File: src/rtl/coma_pkg.sv
// package for the cell owner map allocator
// holds sizes, codes and shared types; used by every module in rtl
`timescale 1ns / 1ps

package coma_pkg;

   localparam int NUM_CELLS = 1024;
   localparam int ID_BITS   = 8;

   localparam int ADDR_W = $clog2(NUM_CELLS);
   localparam int CNT_W  = $clog2(NUM_CELLS + 1);

   // fixed widths of the stream fields
   localparam int SIZE_W  = 11;
   localparam int OWNER_W = 8;
   localparam int CMP_W   = (SIZE_W > CNT_W) ? SIZE_W : CNT_W;

   localparam int REQ_DATA_W = ((SIZE_W + OWNER_W + 7) / 8) * 8;
   localparam int RSP_DATA_W = ((OWNER_W + 2 * SIZE_W + 7) / 8) * 8;

   localparam logic REQ_CREATE    = 1'b0;
   localparam logic REQ_TERMINATE = 1'b1;

   localparam logic RSP_DONE    = 1'b0;
   localparam logic RSP_REFUSED = 1'b1;

   typedef logic [ADDR_W-1:0]  addr_type;
   typedef logic [CNT_W-1:0]   cnt_type;
   typedef logic [ID_BITS-1:0] id_type;
   typedef logic [SIZE_W-1:0]  size_type;
   typedef logic [OWNER_W-1:0] owner_type;
   typedef logic [CMP_W-1:0]   cmp_type;

   typedef struct packed {
      logic   used;
      id_type owner;
   } entry_type;

   typedef struct packed {
      logic      en;
      addr_type  addr;
      entry_type entry;
   } wr_type;

   typedef struct packed {
      logic      status;
      owner_type result_id;
      size_type  cells_changed;
      size_type  free_cells;
   } rsp_type;

   typedef enum logic [3:0] {
      ST_CLEAR = 4'b0001,
      ST_IDLE  = 4'b0010,
      ST_SCAN  = 4'b0100,
      ST_DONE  = 4'b1000
   } state_type;

endpackage

File: src/rtl/coma_scan_ctrl.sv
// request sequencer: clearing pass, map scan with read-modify-write,
// free count and next id; uses coma_pkg, drives coma_map_ram
`timescale 1ns / 1ps

module coma_scan_ctrl (
   input  logic                  clock,
   input  logic                  reset,
   input  logic                  req_valid,
   output logic                  req_ready,
   input  logic                  req_kind,
   input  coma_pkg::size_type    req_size,
   input  coma_pkg::owner_type   req_owner,
   output logic                  rd_en,
   output coma_pkg::addr_type    rd_addr,
   input  coma_pkg::entry_type   rd_data,
   output coma_pkg::wr_type      wr,
   output logic                  res_valid,
   input  logic                  res_ready,
   output coma_pkg::rsp_type     res
);

   coma_pkg::state_type state_ff, state_in;
   coma_pkg::cnt_type   cnt_ff, cnt_in;
   logic                pend_ff, pend_in;
   coma_pkg::id_type    next_id_ff, next_id_in;
   coma_pkg::cnt_type   free_ff, free_in;
   coma_pkg::cnt_type   changed_ff, changed_in;

   coma_pkg::addr_type  pend_addr_ff, pend_addr_in;
   logic                kind_ff, kind_in;
   coma_pkg::cnt_type   size_ff, size_in;
   coma_pkg::id_type    id_out_ff, id_out_in;
   logic                status_ff, status_in;

   logic                hit;

   always_comb begin
      state_in     = state_ff;
      cnt_in       = cnt_ff;
      pend_in      = pend_ff;
      next_id_in   = next_id_ff;
      free_in      = free_ff;
      changed_in   = changed_ff;
      pend_addr_in = pend_addr_ff;
      kind_in      = kind_ff;
      size_in      = size_ff;
      id_out_in    = id_out_ff;
      status_in    = status_ff;
      req_ready    = 1'b0;
      rd_en        = 1'b0;
      rd_addr      = cnt_ff[coma_pkg::ADDR_W-1:0];
      wr           = '0;
      res_valid    = 1'b0;
      hit          = 1'b0;

      case (state_ff)
         coma_pkg::ST_CLEAR: begin
            wr.en    = 1'b1;
            wr.addr  = cnt_ff[coma_pkg::ADDR_W-1:0];
            wr.entry = '0;
            if (cnt_ff == coma_pkg::cnt_type'(coma_pkg::NUM_CELLS - 1)) begin
               cnt_in   = '0;
               state_in = coma_pkg::ST_IDLE;
            end else begin
               cnt_in = cnt_ff + 1'b1;
            end
         end
         coma_pkg::ST_IDLE: begin
            req_ready = 1'b1;
            if (req_valid) begin
               kind_in    = req_kind;
               cnt_in     = '0;
               pend_in    = 1'b0;
               changed_in = '0;
               status_in  = coma_pkg::RSP_DONE;
               if (req_kind == coma_pkg::REQ_CREATE) begin
                  if (coma_pkg::cmp_type'(req_size) > coma_pkg::cmp_type'(free_ff)) begin
                     status_in = coma_pkg::RSP_REFUSED;
                     id_out_in = '0;
                     state_in  = coma_pkg::ST_DONE;
                  end else begin
                     id_out_in  = next_id_ff;
                     next_id_in = next_id_ff + 1'b1;
                     size_in    = coma_pkg::cnt_type'(req_size);
                     state_in   = coma_pkg::ST_SCAN;
                  end
               end else begin
                  id_out_in = coma_pkg::id_type'(req_owner);
                  state_in  = coma_pkg::ST_SCAN;
               end
            end
         end
         coma_pkg::ST_SCAN: begin
            // issue stage
            if (cnt_ff != coma_pkg::cnt_type'(coma_pkg::NUM_CELLS)) begin
               rd_en        = 1'b1;
               cnt_in       = cnt_ff + 1'b1;
               pend_in      = 1'b1;
               pend_addr_in = cnt_ff[coma_pkg::ADDR_W-1:0];
            end else begin
               pend_in = 1'b0;
            end
            // modify and write back stage
            if (pend_ff) begin
               if (kind_ff == coma_pkg::REQ_CREATE) begin
                  hit            = !rd_data.used && (changed_ff < size_ff);
                  wr.entry.used  = 1'b1;
                  wr.entry.owner = id_out_ff;
               end else begin
                  hit      = rd_data.used && (rd_data.owner == id_out_ff);
                  wr.entry = '0;
               end
               wr.en   = hit;
               wr.addr = pend_addr_ff;
               if (hit) begin
                  changed_in = changed_ff + 1'b1;
                  if (kind_ff == coma_pkg::REQ_CREATE) begin
                     free_in = free_ff - 1'b1;
                  end else begin
                     free_in = free_ff + 1'b1;
                  end
               end
            end
            if (cnt_ff == coma_pkg::cnt_type'(coma_pkg::NUM_CELLS) && !pend_ff) begin
               state_in = coma_pkg::ST_DONE;
            end
         end
         coma_pkg::ST_DONE: begin
            res_valid = 1'b1;
            if (res_ready) begin
               state_in = coma_pkg::ST_IDLE;
            end
         end
         default: begin
            state_in = coma_pkg::ST_IDLE;
         end
      endcase
   end

   always_ff @(posedge clock) begin
      if (reset) begin
         state_ff   <= coma_pkg::ST_CLEAR;
         cnt_ff     <= '0;
         pend_ff    <= 1'b0;
         next_id_ff <= '0;
         free_ff    <= coma_pkg::cnt_type'(coma_pkg::NUM_CELLS);
         changed_ff <= '0;
      end else begin
         state_ff   <= state_in;
         cnt_ff     <= cnt_in;
         pend_ff    <= pend_in;
         next_id_ff <= next_id_in;
         free_ff    <= free_in;
         changed_ff <= changed_in;
      end
   end

   always_ff @(posedge clock) begin
      pend_addr_ff <= pend_addr_in;
      kind_ff      <= kind_in;
      size_ff      <= size_in;
      id_out_ff    <= id_out_in;
      status_ff    <= status_in;
   end

   assign res.status        = status_ff;
   assign res.result_id     = coma_pkg::owner_type'(id_out_ff);
   assign res.cells_changed = coma_pkg::size_type'(changed_ff);
   assign res.free_cells    = coma_pkg::size_type'(free_ff);

endmodule

File: config.mk
export PLATFORM = sky130hd
export DESIGN_NAME = coma_scan_ctrl
export DESIGN_NICKNAME = d
export VERILOG_FILES = /design/src/rtl/coma_pkg.sv /design/src/rtl/coma_scan_ctrl.sv
export SDC_FILE = /design/constraint.sdc
export NUM_CORES = 1
export LEC_CHECK = 0
export BUFFER_PORTS_ARGS = -buffer_cell sky130_fd_sc_hd__buf_2
export CAP_MARGIN = 20
export CORE_ASPECT_RATIO = 0.7
export CORE_UTILIZATION = 40
export CTS_CLUSTER_DIAMETER = 40
export DETAILED_ROUTE_END_ITERATION = 16
export GPL_ROUTABILITY_DRIVEN = 0
export SYNTH_ARGS = -nofsm -noshare
export SYNTH_HDL_FRONTEND = slang
export SYNTH_SLANG_ARGS = --single-unit
File: constraint.sdc
create_clock -name clock -period 10.25 [get_ports clock]
set_clock_uncertainty 0.15 [all_clocks]
set_input_delay 1.025 -clock clock [delete_from_list [all_inputs] [get_ports clock]]
set_output_delay 1.025 -clock clock [all_outputs]
set_load 0.02 [all_outputs]
# Word-level counts from Yosys, hierarchy flattened
# Index checks and enable logic that the tools add are counted.
[totals] ff_bits=77 inputBits=33 output_inout_bits=64 elab_cells=80
[classes] addsub=5 magnitude_cmp=2 n_eq_ne=15 n_mux=30 bitwise=2 n_reduce_logical=15
[op_table] operator="$mux 11" count=6
[op_table] operator="$pmux 20 s2" count=1
[op_table] operator="$add 11x1->11 const B" count=3
[op_table] operator="$pmux 11 s3" count=1
[op_table] operator="$mux 4" count=6
[op_table] operator="$pmux 11 s2" count=1
[op_table] operator="$mux 20" count=1
[op_table] operator="$mux 8" count=2
[op_table] operator="$pmux 4 s4" count=1
[op_table] operator="$ne 2x2->1 const B" count=7
[op_table] operator="$reduce_and 4->1" count=3
[op_table] operator="$eq 11x10->1 const B" count=1
[op_table] operator="$eq 11x11->1 const B" count=1
[op_table] operator="$gt 11x11->1" count=1
[op_table] operator="$lt 11x11->1" count=1
[op_table] operator="$ne 11x11->1 const B" count=1
[op_table] operator="$sub 11x1->11 const B" count=1
[op_table] operator="$mux 1" count=9
[op_table] operator="$mux 9" count=1
[op_table] operator="$add 8x1->8 const B" count=1
[op_table] operator="$eq 8x8->1" count=1
[op_table] operator="$reduce_and 2->1" count=3
[op_table] operator="$reduce_and 3->1" count=2
[op_table] operator="$eq 4x1->1 const B" count=1
[op_table] operator="9 further kinds" count=13

# Depth between registers and ports, before layout
# Gate-level depths: netlist of run 1.
[logic_depth] word_depth=8 depth_mapped=10 mapped_depth_nobuf=8

# Worst setup path after synthesis of run 1
# Ideal clock, no wire load.
[synth_timing] kind="input -> output" startpoint="input rd_data[0] (netlist bit)" endpoint="output wr[19] (netlist bit)" arrival_ps=2606 required_ps=9075 setup_slack_ps=6469 cell_stages=6 path_buffers=2 cell_sequence="xor2_1 > or4_4 > or4_4 > buf_6 > buf_2 > nand3_1"
[synth_rtl] item="from (decl)" line_no="coma_scan_ctrl.sv:15" source="input coma_pkg::entry_type rd_data,"
[synth_rtl] item="to (decl)" line_no="coma_scan_ctrl.sv:16" source="output coma_pkg::wr_type wr,"

==> key figures, run 1 <==
Status
  – Outcome: finished, final reports clean

Clock tree
  – Post-CTS Setup Bufs: 0
  – Total CTS buffers: 9
  – CTS resizes: 0
  – H-tree levels: 3
  – Clock tree from TritonCTS: yes
  – Hold buffer count at cts: 0
  – Reg clk slew, reported paths: 0.06 ns
  – Clock tree root buffer cell: clkbuf_16
  – CTS Sinks: 77
  – Max clock buf depth: 2
  – Worst skew pair latency: 0.33 ns

Floorplanning
  – Std-Cell Core Area: 11170 sq um
  – DIE HEIGHT: 92.30 um
  – Starting Density: 0.4171
  – Overall die width: 131 um
  – Die ar.: 12090 sq um
  – I/O pin cnt: 97
  – Row count: 32

Pwr
  – Pint: 569.5 uW
  – Seq pwr share: 0.442
  – Pwr/cell area: 137.7 nW/um^2
  – Worst vdd ir: 0.09867 mV
  – Combinational Power Share: 0.112
  – Clk network pwr share: 0.446
  – Static leakage: 2.351 nW
  – Sw power: 187.8 uW
  – Sw Share: 0.2480

Critical path
  – RR Startpoint: state_ff[2]
  – Crit path DAT: 2.99 ns
  – Critical-path maximum fanout: 18
  – WS Path Type: reg -> out
  – Startpoint types: register
  – Worst Setup SP: state_ff[0]
  – Worst path required time: 9.08 ns
  – Endpoint type of the worst setup path: primary output

Synth
  – Dominant synthesized flop cell: dfxtp_1
  – Mapped Cells: 506
  – Synth Area per Inst: 9.208 sq um
  – Mux contribution to synthesized area: 0.01343
  – Most common cell in the netlist: dfxtp_1
  – Synth Area in XOR/XNOR: 0.04135
  – Flops & latches, synth: 77
  – Compound-Gate Fraction of Synth Area: 0.1839
  – Synth warnings: 0
  – Post-Synth Adder-Cell Area: 0.09560
  – Post-synth net total: 574
  – Commonest cells post-synth: 46 x dfxtp_1, 37 x inv_1, 34 x ha_1
  – Post-Synth Simple-Gate Area: 0.2033
  – Top cell type's share of synthesized area: 0.1998
  – Synth area leaders: edfxtp_1 20%, dfxtp_1 20%, ha_1 9.1%
  – Number of synthesized flops with an enable pin: 31
  – Register area share after synthesis: 0.3974
  – Synth async-reset ratio: 0
  – Cell variety after synth: 60
  – Combinational family with the most area after synthesis: simple AND/OR/NAND/NOR gates
  – Mapped Area: 4659 sq um
  – Synth area leader: edfxtp_1

Final layout
  – Antenna diode count: 0
  – Non-filler cells, final: 743
  – Nets@finish: 653
  – Layout area overhead: 18.02%
  – Share of layout cells above drive strength 1: 0.2119
  – Layout Utilization: 0.4923

GRT
  – Number of global-route vias before repair: 3714
  – Antenna violations before repair: 0
  – Remaining global-route overflow: 0
  – First-pass GRT wire length: 18.82 mm
  – Largest net degree at the start of global routing: 52
  – Gr usage total: 0.2013

STA
  – RSZ-0062 raised after global routing: no
  – Slew Limit Fails: 0
  – Min cycle time layout: 4.169 ns
  – Final worst path period share: 0.4067
  – Final setup TNS: 0 ns
  – Number of setup violations in the final report: 0
  – FMAX: 0.2399 GHz
  – Final hold vios: 0
  – Slew margin rel.: 0.3288
  – Worst-Margin Slew: 1.003 ns

Placed design
  – Placed cell count: 727
  – Post-detail-place hpwl: 8.867 mm
  – Port buffer count: 96

Drt
  – Met2 wire length: 4.942 mm
  – Wire per inst: 15.87 um
  – WL met1: 5.934 mm
  – Vias per cell: 5.458
  – Total number of vias: 4055
  – Starting DRT DRC Count: 303
  – Top Metal Used: met4
  – Final WL: 11.79 mm
  – Post-route ant nets: 0
  – Met3 WL: 805 um
  – Post-route DRC: 0
  – Detailed Routing Iterations Pass 1: 4

Hold path
  – Worst hold path class: reg -> reg
  – Hold path startpoint: next_id_ff[7]

Job
  – Max-cap check violation count: 0
[worst max-delay path, stage by stage, from the launching register on]
cell and delay, ns:
dfxtp_1 0.33, or4b_1 0.71, or4_4 0.59, or4_4 0.67, nand3_1 0.17, buf_2 0.18
[power groups by stage]
stage / Combinational, mW / Clock (mW) / Sequential (mW)
after floorplan: 0.0601 / 0 / 0.337
after global placement: 0.0833 / 0 / 0.341
after detailed placement: 0.0839 / 0 / 0.341
after CTS: 0.0852 / 0.343 / 0.335
after global routing: 0.0925 / 0.354 / 0.336
final: 0.0851 / 0.337 / 0.335
[cells in the final DEF, fill, tap and decap left out, types with 3 or more instances in the layout]
master / n
xnor2_1: 15
mux2i_1: 4
nand4_1: 8
o31ai_1: 6
nand3_1: 21
a211oi_1: 5
or3_1: 3
a21oi_1: 33
and2_1: 10
clkbuf_16: 9
a211o_1: 3
ha_1: 34
o21a_1: 3
xor2_1: 7
nor3_1: 16
inv_1: 37
nor2_1: 31
nor4b_1: 4
a21o_1: 9
or4_1: 6
o21ai_0: 20
nor2b_1: 12
a31oi_1: 5
nand2b_1: 8
edfxtp_1: 31
and3_1: 9
buf_2: 96
dfxtp_1: 46
a221o_1: 6
o211ai_1: 4
o2111ai_1: 3
nand2_1: 31
a22o_1: 14
[area by class of cell]
cell class,count,area (sq um)
fillers,1066,5672
repair buffers,98,495.5
multi-input cells,362,2505
well taps,153,191.4
clock buffers,10,229.0
clock inverters,6,87.58
flip-flops and latches,77,1852
inverters,37,138.9
[registers in the layout, summed over array words and instances (netlist names)]
signal        flops
pend_addr_ff     10
id_out_ff         8
pend_ff           1
state_ff          4
size_ff          11
status_ff         1
cnt_ff           11
next_id_ff        8
free_ff          11
changed_ff       11
kind_ff           1
[routing by layer]
metal | up-vias | global-route usage
met5 | - | 0
met4 | 0 | 0.04789
met3 | 11 | 0.04448
met2 | 137 | 0.2879
met1 | 1894 | 0.3033
li1 | 2013 | -
[stage by stage]
step	worst slack, ns	area, sq um	power, mW	hold slack [ns]
after floorplan	6.469	4659	0.3973	0.2795
after global routing	5.900	5499	0.7823	0.3927
final	6.081	5499	0.7572	0.3388
after global placement	6.354	5182	0.4241	0.3166
after CTS	6.078	5499	0.7630	0.3378
after detailed placement	6.293	5182	0.4252	0.3304
[worst paths after layout]
| path | endpoint | slack [ns] | depth (start not counted) |
|---|---|---|---|
| max | wr[19] | 6.08 | 5 |
| min | next_id_ff[7] | 0.34 | 2 |
| max reg2reg | next_id_ff[0] | 6.44 | 7 |
| min reg2reg | next_id_ff[7] | 0.34 | 2 |
[cell families after synthesis]
family / Yosys count
flip-flops: 77
AND/OR/NAND/NOR: 173
adder cells (fa/ha/maj): 35
XOR/XNOR: 22
buffers and inverters: 67
multiplexers: 6
AO/OA/AOI/OAI: 126
Power figures use the tool's default switching activity.
==> run 2: changes to the inputs <==
clock period = 3.9 ns   (was 10.25 ns; I/O delays follow)
==> run 2 against run 1 <==
Combinational power rose to 2.7 times the previous value. Cell count is 0.54% higher. Global-route usage increased by 0.77 points.
==> key figures, run 2 (synthesis results as in run 1) <==
Status
  – Outcome: finished, final reports clean

Clock tree
  – Worst skew pair latency: 0.34 ns
  – Clock tree from TritonCTS: yes
  – Hold buffer count at cts: 0
  – Max clock buf depth: 2
  – Reg clk slew, reported paths: 0.06 ns
  – H-tree levels: 3
  – CTS Sinks: 77
  – CTS resizes: 0
  – Total CTS buffers: 9
  – Clock tree root buffer cell: clkbuf_16
  – Post-CTS Setup Bufs: 0

STA
  – Min cycle time layout: 3.520 ns
  – Final hold vios: 0
  – Number of setup violations in the final report: 0
  – Final worst slack: 0.3797 ns
  – Final setup TNS: 0 ns
  – Worst-Margin Slew: 0.9385 ns
  – FMAX: 0.2841 GHz
  – Slew margin rel.: 0.3695
  – Slew Limit Fails: 0
  – Final worst path period share: 0.9026
  – RSZ-0062 raised after global routing: no

Critical path
  – CP max-delay cell: or4b_1
  – Crit path DAT: 2.98 ns
  – Buf+Inv Stages, Crit Path: 1
  – Crit path largest cell delay: 0.69 ns
  – Cells along the critical path: or4b_1, or4_4, or4_4, nand3_1, buf_2
  – Most used cell, CP: or4_4
  – WS Path Type: reg -> out
  – Worst Setup SP: state_ff[0]
  – Endpoint type of the worst setup path: primary output
  – Critical-path maximum fanout: 18
  – Worst path required time: 3.36 ns
  – Top delay family on crit path: simple AND/OR/NAND/NOR gates
  – RR Startpoint: state_ff[0]
  – Startpoint types: register

Pwr
  – Pint: 1.426 mW
  – Combinational Power Share: 0.119
  – Worst vdd ir: 0.2085 mV
  – Sw Share: 0.2570
  – Pwr/cell area: 349.3 nW/um^2
  – Clk network pwr share: 0.424
  – Static leakage: 2.359 nW
  – Sw power: 493.3 uW
  – Seq pwr share: 0.457

Floorplanning
  – Row count: 32
  – Die ar.: 12090 sq um
  – I/O pin cnt: 97
  – Std-Cell Core Area: 11170 sq um
  – Starting Density: 0.4171
  – Overall die width: 131 um
  – DIE HEIGHT: 92.30 um

Placed design
  – Dpl ws: 0.7323 ns
  – Placed cell count: 731
  – Port buffer count: 96
  – Post-detail-place hpwl: 9.104 mm

Hold path
  – Hold path startpoint: req_size[10]
  – Worst hold path class: in -> reg

Final layout
  – Leading cell types in the layout, fill and taps excluded: 96 x buf_2, 46 x dfxtp_1, 37 x inv_1
  – Commonest non-fill, non-tap cell in the layout: buf_2
  – Fill count: 1074
  – Nets@finish: 657
  – Non-filler cells, final: 747
  – Antenna diode count: 0
  – Layout area overhead: 17.94%
  – Share of layout cells above drive strength 1: 0.2155

GRT
  – Number of global-route vias before repair: 3713
  – Gr usage total: 0.2089
  – Remaining global-route overflow: 0
  – Antenna violations before repair: 0
  – First-pass GRT wire length: 19.19 mm
  – Largest net degree at the start of global routing: 52

Drt
  – Post-route ant nets: 0
  – Post-route DRC: 0
  – Final WL: 12.13 mm
  – Vias per cell: 5.515
  – Total number of vias: 4120
  – Detailed Routing Iterations Pass 1: 5
  – Starting DRT DRC Count: 334
  – Wire per inst: 16.24 um

Job
  – Max-cap check violation count: 0
run 2: cell count changes in the layout (fill, tap and decap cells not counted):
cell / before / now
clkinv_2: 2 / 4
bufinv_16: 2 / 1
clkinv_4: 2 / 0
clkinv_1: 0 / 1
buf_4: 2 / 6
run 2: stage by stage:
step                      hold WS [ns]  utilization  cell area, sq um  power [mW]
final                           0.1071       0.4919              5495       1.919
after global routing           0.09815       0.4919              5495       2.001
after CTS                       0.1024       0.4919              5495       1.929
after detailed placement        0.3419       0.4666              5213       1.124
after global placement          0.3162       0.4666              5213       1.116
after floorplan                 0.2795            -              4659       1.044
run 2: layout make-up:
| class | instances | area, sq um | share of cell area |
|---|---|---|---|
| Clock inverter | 6 | 53.80 | 0.009791 |
| Sequential cell | 77 | 1852 | 0.3370 |
| Inverter | 37 | 138.9 | 0.02527 |
| Multi-Input combinational cell | 362 | 2505 | 0.4558 |
| Tap cell | 153 | 191.4 | 0.03484 |
| Timing Repair Buffer | 102 | 525.5 | 0.09563 |
| Clock buffer | 10 | 229.0 | 0.04167 |
run 2: path summary, 6_finish.rpt:
kind / to / slack, ns / cells after the start
worst max-delay path: wr[19] / 0.38 / 5
worst min-delay path: size_ff[10] / 0.11 / 1
worst min register to register: next_id_ff[7] / 0.33 / 2
worst max register to register: free_ff[2] / 0.73 / 7
run 2: power groups by stage:
stage                     Clock (mW)  Sequential, mW  Combinational [mW]
after detailed placement           0           0.895               0.228
after floorplan                    0           0.886               0.158
after global routing           0.870           0.882               0.249
after global placement             0           0.895               0.221
final                          0.813           0.878               0.228
after CTS                      0.822           0.878               0.229
run 2: routing by layer:
| metal | vias up | global-route usage | part of all wire | routed length, um |
|---|---|---|---|---|
| met3 | 7 | 0.06239 | 0.061 | 744 |
| met2 | 133 | 0.2981 | 0.43 | 5165 |
| met5 | - | 0 | 0 | 0 |
| met1 | 1960 | 0.3035 | 0.51 | 6137 |
| li1 | 2020 | - | - | - |
| met4 | 0 | 0.05364 | 0.0070 | 85 |
run 2: worst reg2reg max path: cells and delay by family, from the launching register on:
family / cells / cell delay (ns)
and+or+nand+nor: 4 / 1.62
AOI/OAI and AO/OA: 2 / 0.59
DFF: 1 / 0.33
buffers and inverters: 1 / 0.31
